## config.mk

```make
export PLATFORM = sky130hd
export DESIGN_NAME = float_unorm8_narrow_converter
export DESIGN_NICKNAME = d
export VERILOG_FILES = /design/src/sv/fun8_pkg.sv /design/src/sv/float_unorm8_narrow_converter.sv /design/src/sv/fun8_core.sv
export SDC_FILE = /design/constraint.sdc
export NUM_CORES = 1
export LEC_CHECK = 0
export BUFFER_PORTS_ARGS = -buffer_cell sky130_fd_sc_hd__clkbuf_2
export CAP_MARGIN = 20
export CELL_PAD_IN_SITES_DETAIL_PLACEMENT = 1
export CELL_PAD_IN_SITES_GLOBAL_PLACEMENT = 1
export CORE_MARGIN = 2
export CORE_UTILIZATION = 54
export CTS_BUF_LIST = sky130_fd_sc_hd__clkbuf_16
export CTS_CLUSTER_SIZE = 14
export DETAILED_ROUTE_END_ITERATION = 10
export PLACE_DENSITY_LB_ADDON = 0.1
export SLEW_MARGIN = 20
export SYNTH_ARGS = -nofsm -noshare
export SYNTH_HDL_FRONTEND = slang
export SYNTH_HIERARCHICAL = 1
export SYNTH_SLANG_ARGS = --single-unit
```

## constraint.sdc

```tcl
create_clock -name i_clk -period 13.5 [get_ports i_clk]
set_input_delay 0.675 -clock i_clk [delete_from_list [all_inputs] [get_ports i_clk]]
set_output_delay 0.675 -clock i_clk [all_outputs]
set_load 0.02 [all_outputs]
```

## src/sv/fun8_pkg.sv

```systemverilog
// package: payload types, operation codes and the byte-to-float conversion
package fun8_pkg;

    typedef enum logic [1:0] {
        OP_BYTE_TO_F32 = 2'd0,
        OP_F32_TO_BYTE = 2'd1,
        OP_F64_TO_F32  = 2'd2,
        OP_NONE        = 2'd3
    } t_op;

    typedef struct packed {
        logic [1:0]  operation;
        logic [63:0] value;
        logic        last_item;
    } t_in_word;

    typedef struct packed {
        logic [31:0] conv_bits;
        logic        admitted;
        logic        last;
    } t_out_word;

    localparam logic [31:0] F32_ONE   = 32'h3f800000;
    localparam logic [31:0] F32_NZERO = 32'h80000000;
    localparam logic [31:0] F32_INF   = 32'h7f800000;
    localparam logic [10:0] EXP_MIN64 = 11'd897;
    localparam logic [10:0] EXP_MAX64 = 11'd2047;
    localparam logic [10:0] EXP_BIAS_DIFF = 11'd896;

    // c/255 rounded to nearest even, as binary32 bits
    // c/255 is the byte c repeated forever after the binary point, so the
    // tail below the kept bits is never exactly half and its top bit rounds
    function automatic logic [31:0] byte_to_f32(input logic [7:0] c);
        logic [2:0]  lz;
        logic [39:0] pat;
        logic [24:0] m;
        logic [7:0]  ex;
        begin
            lz = 3'd0;
            for (int k = 0; k < 8; k++) begin
                if (c[k]) begin
                    lz = 3'(7 - k);
                end
            end
            pat = {c, c, c, c, c} << lz;
            m = {1'b0, pat[39:16]} + {24'd0, pat[15]};
            ex = 8'd126 - {5'd0, lz};
            // mantissa carry out: all ones rounded up to the next power of two
            if (m[24]) begin
                ex = ex + 8'd1;
            end
            if (c == 8'd0) begin
                byte_to_f32 = 32'd0;
            end else begin
                byte_to_f32 = {1'b0, ex, m[22:0]};
            end
        end
    endfunction

endpackage

```

## src/sv/float_unorm8_narrow_converter.sv

```systemverilog
// top level: byte / binary32 / binary64 conversion pipeline
// pipeline: three register stages (decode and classify, multiply, round and select)
// throughput: one word per cycle while the output is not stalled, through the three-stage conversion pipeline
// a stall on the output freezes the whole pipeline; nothing is lost or repeated
// reset: synchronous active-low reset clears the stage valid bits only
module float_unorm8_narrow_converter (
    input  logic                 i_clk,
    input  logic                 i_rst_n,
    input  logic                 i_valid,
    output logic                 o_ready,
    input  fun8_pkg::t_in_word   i_data,
    output logic                 o_valid,
    input  logic                 i_ready,
    output fun8_pkg::t_out_word  o_data
);

    // pipeline advances whenever the output slot is empty or being taken
    logic w_en;
    assign w_en = i_ready || !o_valid;
    assign o_ready = w_en;

    fun8_core u_core (
        .i_clk   (i_clk),
        .i_rst_n (i_rst_n),
        .i_en    (w_en),
        .i_valid (i_valid),
        .i_word  (i_data),
        .o_valid (o_valid),
        .o_word  (o_data)
    );

endmodule

```

## src/sv/fun8_core.sv

```systemverilog
// conversion datapath: three register stages with valid bits and stall
module fun8_core (
    input  logic                 i_clk,
    input  logic                 i_rst_n,
    input  logic                 i_en,
    input  logic                 i_valid,
    input  fun8_pkg::t_in_word   i_word,
    output logic                 o_valid,
    output fun8_pkg::t_out_word  o_word
);

    // stage 1: decode and classify
    logic        r_v1;
    logic [1:0]  r_op1;
    logic        r_last1;
    logic [31:0] r_b2f1;
    logic        r_s2b_zero1;
    logic        r_s2b_ok1;
    logic [23:0] r_sig1;
    logic [7:0]  r_sh1;
    logic        r_d_ok1;
    logic        r_d_sign1;
    logic [10:0] r_d_ex1;
    logic [23:0] r_d_m1;
    logic [28:0] r_d_rem1;

    // stage 2: multiply and round pieces
    logic        r_v2;
    logic [1:0]  r_op2;
    logic        r_last2;
    logic [31:0] r_b2f2;
    logic        r_s2b_zero2;
    logic        r_s2b_ok2;
    logic [31:0] r_p2;
    logic [7:0]  r_sh2;
    logic        r_d_ok2;
    logic [31:0] r_d_comb2;

    logic [31:0] n_sig_word;
    logic [7:0]  n_ex;
    logic [23:0] n_sig;
    logic [23:0] n_d_m;
    logic [33:0] n_d_comb;

    always_comb begin
        n_sig_word = i_word.value[31:0];
        n_ex = n_sig_word[30:23];
        n_sig = {1'b0, n_sig_word[22:0]};
        if (n_ex != 8'd0) begin
            n_sig[23] = 1'b1;
        end else begin
            n_ex = 8'd1;
        end
    end

    // wide enough that an exponent past the binary32 range still shows
    always_comb begin
        n_d_m = r_d_m1;
        if ((r_d_rem1 > 29'h10000000)
            || (r_d_rem1 == 29'h10000000 && r_d_m1[0])) begin
            n_d_m = r_d_m1 + 24'd1;
        end
        n_d_comb = (34'(r_d_ex1 - fun8_pkg::EXP_BIAS_DIFF) << 23) + {10'd0, n_d_m};
    end

    always_ff @(posedge i_clk) begin
        if (!i_rst_n) begin
            r_v1 <= 1'b0;
            r_v2 <= 1'b0;
            o_valid <= 1'b0;
        end else if (i_en) begin
            r_v1 <= i_valid;
            r_v2 <= r_v1;
            o_valid <= r_v2;
        end
    end

    always_ff @(posedge i_clk) begin
        if (i_en) begin
            r_op1 <= i_word.operation;
            r_last1 <= i_word.last_item;
            r_b2f1 <= fun8_pkg::byte_to_f32(i_word.value[7:0]);
            r_s2b_ok1 <= (n_sig_word == fun8_pkg::F32_NZERO)
                || (n_sig_word <= fun8_pkg::F32_ONE);
            r_sh1 <= 8'd150 - n_ex;
            r_s2b_zero1 <= (n_sig_word == fun8_pkg::F32_NZERO)
                || ((8'd150 - n_ex) > 8'd40);
            r_sig1 <= n_sig;
            r_d_ok1 <= (i_word.value[62:52] >= fun8_pkg::EXP_MIN64)
                && (i_word.value[62:52] != fun8_pkg::EXP_MAX64);
            r_d_sign1 <= i_word.value[63];
            r_d_ex1 <= i_word.value[62:52];
            r_d_m1 <= {1'b0, i_word.value[51:29]};
            r_d_rem1 <= i_word.value[28:0];

            r_op2 <= r_op1;
            r_last2 <= r_last1;
            r_b2f2 <= r_b2f1;
            r_s2b_zero2 <= r_s2b_zero1;
            r_s2b_ok2 <= r_s2b_ok1;
            r_p2 <= 32'(r_sig1) * 32'd255;
            r_sh2 <= r_sh1;
            r_d_ok2 <= r_d_ok1 && (n_d_comb[33:31] == 3'd0);
            r_d_comb2 <= {r_d_sign1, n_d_comb[30:0]};
        end
    end

    // stage 3: round the byte product, pick the result
    logic [31:0] n_q;
    logic [31:0] n_rem;
    logic [31:0] n_half;
    logic [5:0]  n_shs;
    fun8_pkg::t_out_word n_out;

    always_comb begin
        n_shs = r_sh2[5:0];
        n_q = r_p2 >> n_shs;
        n_half = 32'd1 << (n_shs - 6'd1);
        n_rem = r_p2 & ((32'd1 << n_shs) - 32'd1);
        if (n_shs >= 6'd32) begin
            n_q = 32'd0;
            n_rem = r_p2;
            n_half = (n_shs == 6'd32) ? 32'h80000000 : 32'd0;
        end
        if (n_shs > 6'd32) begin
            n_rem = 32'd0;
            n_half = 32'd1;
        end
        if (n_rem > n_half || (n_rem == n_half && n_q[0])) begin
            n_q = n_q + 32'd1;
        end
        n_out.last = r_last2;
        n_out.admitted = 1'b0;
        n_out.conv_bits = 32'd0;
        unique case (fun8_pkg::t_op'(r_op2))
            fun8_pkg::OP_BYTE_TO_F32: begin
                n_out.admitted = 1'b1;
                n_out.conv_bits = r_b2f2;
            end
            fun8_pkg::OP_F32_TO_BYTE: begin
                n_out.admitted = r_s2b_ok2;
                if (r_s2b_ok2 && !r_s2b_zero2) begin
                    n_out.conv_bits = {24'd0, n_q[7:0]};
                end
            end
            fun8_pkg::OP_F64_TO_F32: begin
                if (r_d_ok2 && {1'b0, r_d_comb2[30:0]} < fun8_pkg::F32_INF) begin
                    n_out.admitted = 1'b1;
                    n_out.conv_bits = r_d_comb2;
                end
            end
            default: begin
                n_out.admitted = 1'b0;
            end
        endcase
    end

    always_ff @(posedge i_clk) begin
        if (i_en) begin
            o_word <= n_out;
        end
    end

endmodule
```

Word-level counts from Yosys, hierarchy flattened
Cells that the tools add are included.
{"block": "totals", "wordCells": 100, "out_inout_bits": 36, "reg_bits": 277, "input_bits": 71}
{"block": "classes", "n_addsub": 10, "shift": 4, "order_cmp": 8, "mul": 1, "n_reduce_logical": 17, "eq_ne": 7, "bitwise_logic": 1, "n_mux": 24}
{"operator": "two-way mux 32 bit", "count": 5}
{"operator": "one-hot mux 32 bit (3 select lines)", "count": 1}
{"operator": "<< shifter 1 x 6 -> 32 bit, first input constant", "count": 2}
{"operator": "two-way mux 8 bit", "count": 5}
{"operator": "<< shifter 40 x 3 -> 40 bit", "count": 1}
{"operator": "adder 34 x 24 -> 34 bit", "count": 1}
{"operator": "two-way mux 33 bit", "count": 1}
{"operator": "bitwise AND 32 bit", "count": 1}
{"operator": "== test 32 bit", "count": 1}
{"operator": "== test 32 bit, second input constant", "count": 1}
{"operator": "> comparator 32 bit", "count": 1}
{"operator": "<= comparator 32 x 30 -> 1 bit, second input constant", "count": 1}
{"operator": "multiplier 24 x 8 -> 32 bit, second input constant", "count": 1}
{"operator": "right shift 32 x 6 -> 8 bit", "count": 1}
{"operator": "subtractor 32 x 1 -> 32 bit, second input constant", "count": 1}
{"operator": "less-than comparator 31 bit, second input constant", "count": 1}
{"operator": "== test 29 bit, second input constant", "count": 1}
{"operator": "> comparator 29 bit, second input constant", "count": 1}
{"operator": "two-way mux 3 bit", "count": 9}
{"operator": "adder 24 x 1 -> 25 bit", "count": 1}
{"operator": "adder 23 x 1 -> 24 bit, second input constant", "count": 1}
{"operator": "two-way mux 24 bit", "count": 1}
{"operator": "adder 8 x 1 -> 8 bit, second input constant", "count": 2}
{"operator": "greater-or-equal comparator 11 x 10 -> 1 bit, second input constant", "count": 1}
{"operator": "other kinds (20)", "count": 30}

Longest topological paths before layout
{"block": "logic_depth", "ltp_word": 12, "depth_mapped": 23, "depth_no_buf": 19}

Modules after synthesis
Netlist, hierarchy kept.
{"module": "fun8_core", "seq_area_each_um2": 7056.8, "area_each_um2": 16654.7, "instances": 1, "cells_each": 1422}
{"module": "float_unorm8_narrow_converter", "seq_area_each_um2": 0.0, "area_each_um2": 6.3, "instances": 1, "cells_each": 1}

Worst setup path after synthesis
OpenSTA, ideal clock, no wires.
{"block": "synth_path", "path_kind": "input to register", "from": "input port i_ready", "to": "register u_core.o_valid", "setup_ps": 146, "cell_stages": 3, "n_path_buf": 0, "required_ps": 13354, "path_slack_ps": 6242, "arrival_time_ps": 7112, "path_cell_list": "nand2b_1 -> mux2i_1 -> nor2b_1"}
{"block": "synth_between", "elab_chain_len": 1}
{"item": "from (decl)", "line": "float_unorm8_narrow_converter.sv:13", "text": "input logic i_ready,"}
{"item": "logical OR 1 bit", "line": "float_unorm8_narrow_converter.sv:19", "text": "assign w_en = i_ready || !o_valid;"}
{"item": "to (signal assigned)", "line": "fun8_core.sv:74", "text": "o_valid <= r_v2;"}
{"item": "to (decl)", "line": "fun8_core.sv:8", "text": "output logic o_valid,"}
Every way passes these cells.
A chain may end at the register's enable or synchronous reset.

==> run_summary.xml <==
<?xml version="1.0" encoding="UTF-8"?>
<metrics>
  <group name="setup_path">
    <metric name="critical_path.endpoint_type" unit="">register</metric>
    <metric name="rr_startpoint" unit="">u_core/r_sh2[0]$_DFFE_PP_</metric>
    <metric name="cp_num_buf_inv" unit="">1</metric>
    <metric name="number_of_cells_traversed_by_the_worst_register_to_register_path" unit="">19</metric>
    <metric name="critical-path-top-delay-family" unit="">simple AND/OR/NAND/NOR gates</metric>
    <metric name="crit_path_max_fanout" unit="">47</metric>
    <metric name="regToRegSetupSlack" unit="ns">7.65</metric>
    <metric name="worst_r2r_endpoint" unit="">u_core/o_word[8]$_DFFE_PP_</metric>
    <metric name="criticalPathCategory" unit="">register to register</metric>
    <metric name="critical-path-max-stage-delay" unit="ns">0.73</metric>
    <metric name="worst_ep_required_time" unit="ns">13.78</metric>
    <metric name="critPathArrivalTime" unit="ns">6.13</metric>
    <metric name="critical-path-slowest-cell" unit="">sky130_fd_sc_hd__nor4_1</metric>
    <metric name="cp_cell_sequence" unit="">buf_4 -&gt; nor2b_1 -&gt; and2_1 -&gt; nand2_1 -&gt; ha_1 -&gt; o21ai_0 -&gt; nor2_1 -&gt; a21oi_1 -&gt; o32ai_1 -&gt; and2_1 -&gt; ha_1 -&gt; nand4_1 -&gt; nor4_1 -&gt; o311a_1 -&gt; a211oi_1 -&gt; a211oi_1 -&gt; nand3_1 -&gt; xnor2_1 -&gt; o21ai_1</metric>
    <metric name="setup.worst_path.start_class" unit="">register</metric>
  </group>
  <group name="die">
    <metric name="initial_cell_density_of_the_core" unit="">0.546</metric>
    <metric name="chipHeight" unit="microns">180</metric>
    <metric name="std_cell_rows" unit="">64</metric>
    <metric name="core_area" unit="sq um">30500</metric>
    <metric name="area_of_the_die" unit="sq um">32300</metric>
    <metric name="num_io_pins" unit="">107</metric>
    <metric name="die_x" unit="microns">180</metric>
  </group>
  <group name="cts">
    <metric name="clock_tree.root_cell" unit="">sky130_fd_sc_hd__clkbuf_16</metric>
    <metric name="tritoncts_clock_tree" unit="">done</metric>
    <metric name="cts_post_setup_buffers_inserted" unit="">0</metric>
    <metric name="holdBufCountCts" unit="">0</metric>
    <metric name="cts.htree.levels" unit="">1</metric>
    <metric name="cts-buffers-inserted" unit="">27</metric>
    <metric name="clock-sinks" unit="">236</metric>
    <metric name="clkSlewWorstSetupHoldPaths" unit="ns">0.06</metric>
    <metric name="post_cts.resized_instances" unit="">0</metric>
    <metric name="worstSkewPairLatency" unit="ns">0.54</metric>
    <metric name="cts_buffer_depth" unit="">3</metric>
  </group>
  <group name="sta">
    <metric name="fin_crit" unit="ns">5.85</metric>
    <metric name="max_slew_margin" unit="">0.315</metric>
    <metric name="final-hold-violation-count" unit="">0</metric>
    <metric name="report.final.slew_viol_count" unit="">0</metric>
    <metric name="postLayoutSetupSlackWorst" unit="ns">7.65</metric>
    <metric name="rsz0062_at_grt" unit="">no</metric>
    <metric name="fin_tns_setup" unit="ns">0</metric>
    <metric name="clock_skew" unit="ns">0.0151</metric>
    <metric name="worstMarginPinSlew" unit="ns">1.03</metric>
    <metric name="achievable-frequency" unit="MHz">171</metric>
    <metric name="period_share" unit="">0.433</metric>
    <metric name="report.final.setup_viol" unit="">0</metric>
  </group>
  <group name="power_and_ir_drop">
    <metric name="leakagePower" unit="nW">7.64</metric>
    <metric name="cellPowerDensity" unit="nW/um^2">205</metric>
    <metric name="post-layout-total-power" unit="mW">3.75</metric>
    <metric name="worst_case_vdd_ir_drop" unit="uV">157</metric>
  </group>
  <group name="run">
    <metric name="max_cap_violations" unit="">0</metric>
  </group>
  <group name="placed_design">
    <metric name="detailed_place_hpwl" unit="microns">34300</metric>
    <metric name="dp_worst_setup_slack" unit="ns">7.68</metric>
    <metric name="finalWeightedCongestion" unit="">0.886</metric>
    <metric name="port_buffers" unit="">106</metric>
  </group>
  <group name="logic_synthesis">
    <metric name="synthTopCellsByArea" unit="">sky130_fd_sc_hd__edfxtp_1 (42%), sky130_fd_sc_hd__fa_1 (13%), sky130_fd_sc_hd__ha_1 (8.0%)</metric>
    <metric name="synth.cells.most_frequent" unit="">sky130_fd_sc_hd__edfxtp_1 (233), sky130_fd_sc_hd__inv_1 (148), sky130_fd_sc_hd__nand2_1 (111), sky130_fd_sc_hd__fa_1 (110), sky130_fd_sc_hd__ha_1 (106)</metric>
    <metric name="synth_flop_cell" unit="">sky130_fd_sc_hd__edfxtp_1</metric>
    <metric name="synth_enable_flop_cells" unit="">233</metric>
    <metric name="synth_async_sr_flop_share" unit="">0</metric>
    <metric name="synth_cell_types" unit="">78</metric>
    <metric name="syn-mean-instance-area" unit="sq um">11.7</metric>
    <metric name="post-synth-top-count-cell" unit="">sky130_fd_sc_hd__edfxtp_1</metric>
    <metric name="netlist_instances" unit="">1423</metric>
    <metric name="syn_area" unit="sq um">16700</metric>
    <metric name="yosysTopAreaCell" unit="">sky130_fd_sc_hd__edfxtp_1</metric>
    <metric name="ys_seq_area_frac" unit="">0.424</metric>
    <metric name="ys.warnings.count" unit="">6</metric>
    <metric name="synth_seq_cells" unit="">236</metric>
    <metric name="synthDominantCellAreaShare" unit="">0.420</metric>
    <metric name="synth.net_count" unit="">1710</metric>
  </group>
  <group name="cells_and_area">
    <metric name="syn2layout_area_growth" unit="%">10.2</metric>
    <metric name="num-fill-cells" unit="">3136</metric>
    <metric name="multi_input_area" unit="sq um">8850</metric>
    <metric name="layout-drive-gt1-share" unit="">0.129</metric>
    <metric name="register_area" unit="sq um">7060</metric>
    <metric name="design.final.nets" unit="">1812</metric>
    <metric name="antennaDiodeCount" unit="">0</metric>
  </group>
  <group name="grt">
    <metric name="antenna_found_initial" unit="">2</metric>
    <metric name="grt_start_max_net_pins" unit="">92</metric>
    <metric name="globalRouteOverflowTotal" unit="">0</metric>
    <metric name="grt_pass1_wl" unit="microns">71400</metric>
    <metric name="number_of_global_route_vias_before_repair" unit="">12800</metric>
    <metric name="gr-usage-all-layers" unit="">0.279</metric>
  </group>
  <group name="worst_hold_path">
    <metric name="min_path_cells" unit="">1</metric>
    <metric name="endpoint_with_the_worst_hold_slack" unit="">u_core/r_last1$_DFFE_PP_</metric>
    <metric name="hold_path.class" unit="">input port to register</metric>
    <metric name="hold_path_startpoint" unit="">i_data[0]</metric>
  </group>
  <group name="routing">
    <metric name="detail_route.wirelength" unit="microns">44700</metric>
    <metric name="initialDrtViolationCount" unit="">868</metric>
    <metric name="firstDrtPassIters" unit="">5</metric>
    <metric name="vias_per_cell" unit="">6.07</metric>
    <metric name="drc" unit="">0</metric>
    <metric name="wl_per_cell" unit="microns">23.0</metric>
    <metric name="antenna_violating_nets_post_route" unit="">0</metric>
    <metric name="detailroute.via_count" unit="">11800</metric>
  </group>
  <group name="status">
    <metric name="outcome" unit="">completed</metric>
  </group>
</metrics>
[where the power goes]
group          leakage [nW]  internal (mW)  switching [mW]
clock network         0.403          0.362           0.286
registers              2.50           1.01           0.121
logic                  4.74          0.880            1.10
[cells by family after synthesis]
| family | after synthesis | share of synthesized area |
|---|---|---|
| DFF | 236 | 0.424 |
| and+or+nand+nor | 384 | 0.116 |
| adders and majority gates | 216 | 0.212 |
| buffers and inverters | 194 | 0.0464 |
| muxes | 61 | 0.0596 |
| xor gates and xnor gates | 71 | 0.0373 |
| AOI/OAI and AO/OA | 261 | 0.106 |
[sequential cells by signal (all words and copies together), names as in the netlist, 2 cells and up]
register / cells
u_core/r_p2: 32
u_core/o_word: 34
u_core/r_d_ex1: 11
u_core/r_sig1: 24
u_core/r_d_comb2: 32
u_core/r_b2f2: 23
u_core/r_op2: 2
u_core/r_d_rem1: 6
u_core/r_sh1: 6
u_core/r_op1: 2
u_core/r_sh2: 6
u_core/r_b2f1: 23
u_core/r_d_m1: 23
[layout make-up]
| cell class | count | share of cell area |
|---|---|---|
| clock buffers | 27 | 0.0368 |
| repair buffers | 117 | 0.0336 |
| flip-flops and latches | 236 | 0.384 |
| well taps | 396 | 0.0270 |
| multi-input cells | 993 | 0.482 |
| clock inverters | 19 | 0.00552 |
| inverters | 150 | 0.0307 |
[placed cells by master (no fill, tap or decap), types with 7 or more instances in the layout]
cell type	count
sky130_fd_sc_hd__fa_1	110
sky130_fd_sc_hd__xor2_1	17
sky130_fd_sc_hd__and2_1	18
sky130_fd_sc_hd__nand2_1	111
sky130_fd_sc_hd__a21oi_1	64
sky130_fd_sc_hd__nor3_1	24
sky130_fd_sc_hd__and3_1	24
sky130_fd_sc_hd__mux2i_1	29
sky130_fd_sc_hd__o21a_1	20
sky130_fd_sc_hd__nand3b_1	7
sky130_fd_sc_hd__nand4_1	19
sky130_fd_sc_hd__nand2b_1	8
sky130_fd_sc_hd__nor4_1	10
sky130_fd_sc_hd__a22o_1	25
sky130_fd_sc_hd__xnor2_1	54
sky130_fd_sc_hd__nor2_1	65
sky130_fd_sc_hd__clkbuf_2	106
sky130_fd_sc_hd__a21boi_0	8
sky130_fd_sc_hd__o21ai_1	10
sky130_fd_sc_hd__a31oi_1	10
sky130_fd_sc_hd__nor2b_1	21
sky130_fd_sc_hd__ha_1	106
sky130_fd_sc_hd__nand3_1	41
sky130_fd_sc_hd__buf_4	10
sky130_fd_sc_hd__a21o_1	17
sky130_fd_sc_hd__inv_1	153
sky130_fd_sc_hd__clkbuf_16	27
sky130_fd_sc_hd__a211oi_1	18
sky130_fd_sc_hd__edfxtp_1	233
sky130_fd_sc_hd__a22oi_1	9
sky130_fd_sc_hd__o21ai_0	35
sky130_fd_sc_hd__mux4_2	29
[per-stage QoR]
| stage | cell area (sq um) | util | hold slack, ns | std cells |
|---|---|---|---|---|
| 2_1_floorplan | 16700 | - | 0.400 | 1423 |
| 3_3_place_gp | 17600 | 0.576 | 0.402 | 1892 |
| 3_5_place_dp | 17600 | 0.576 | 0.406 | 1892 |
| 4_1_cts | 18400 | 0.602 | 0.294 | 1938 |
| 5_1_grt | 18400 | 0.602 | 0.299 | 1938 |
| 6_report | 18400 | 0.602 | 0.310 | 1938 |
[how the worst max path moves through the flow]
stage                                    startpoint                          end  slack [ns]  cells after the start
after floorplan                             i_ready  u_core/o_valid$_SDFFE_PN0P_        6.24                      3
after global placement    u_core/r_sh2[0]$_DFFE_PP_   u_core/o_word[8]$_DFFE_PP_        7.98                     19
final                     u_core/r_sh2[0]$_DFFE_PP_   u_core/o_word[8]$_DFFE_PP_        7.65                     19
after detailed placement  u_core/r_sh2[0]$_DFFE_PP_   u_core/o_word[8]$_DFFE_PP_        7.68                     18
after global routing      u_core/r_sh2[0]$_DFFE_PP_   u_core/o_word[8]$_DFFE_PP_        7.11                     18
after CTS                 u_core/r_sh2[0]$_DFFE_PP_   u_core/o_word[8]$_DFFE_PP_        7.66                     18
[layer usage]
metal / up-vias / routed length (microns) / track usage
li1: 5368 / - / -
met1: 5945 / 18900 / 0.371
met2: 364 / 22100 / 0.477
met3: 86 / 2330 / 0.0401
met4: 4 / 1340 / 0.0842
met5: - / 22 / 0
Power figures use the tool's default switching activity.
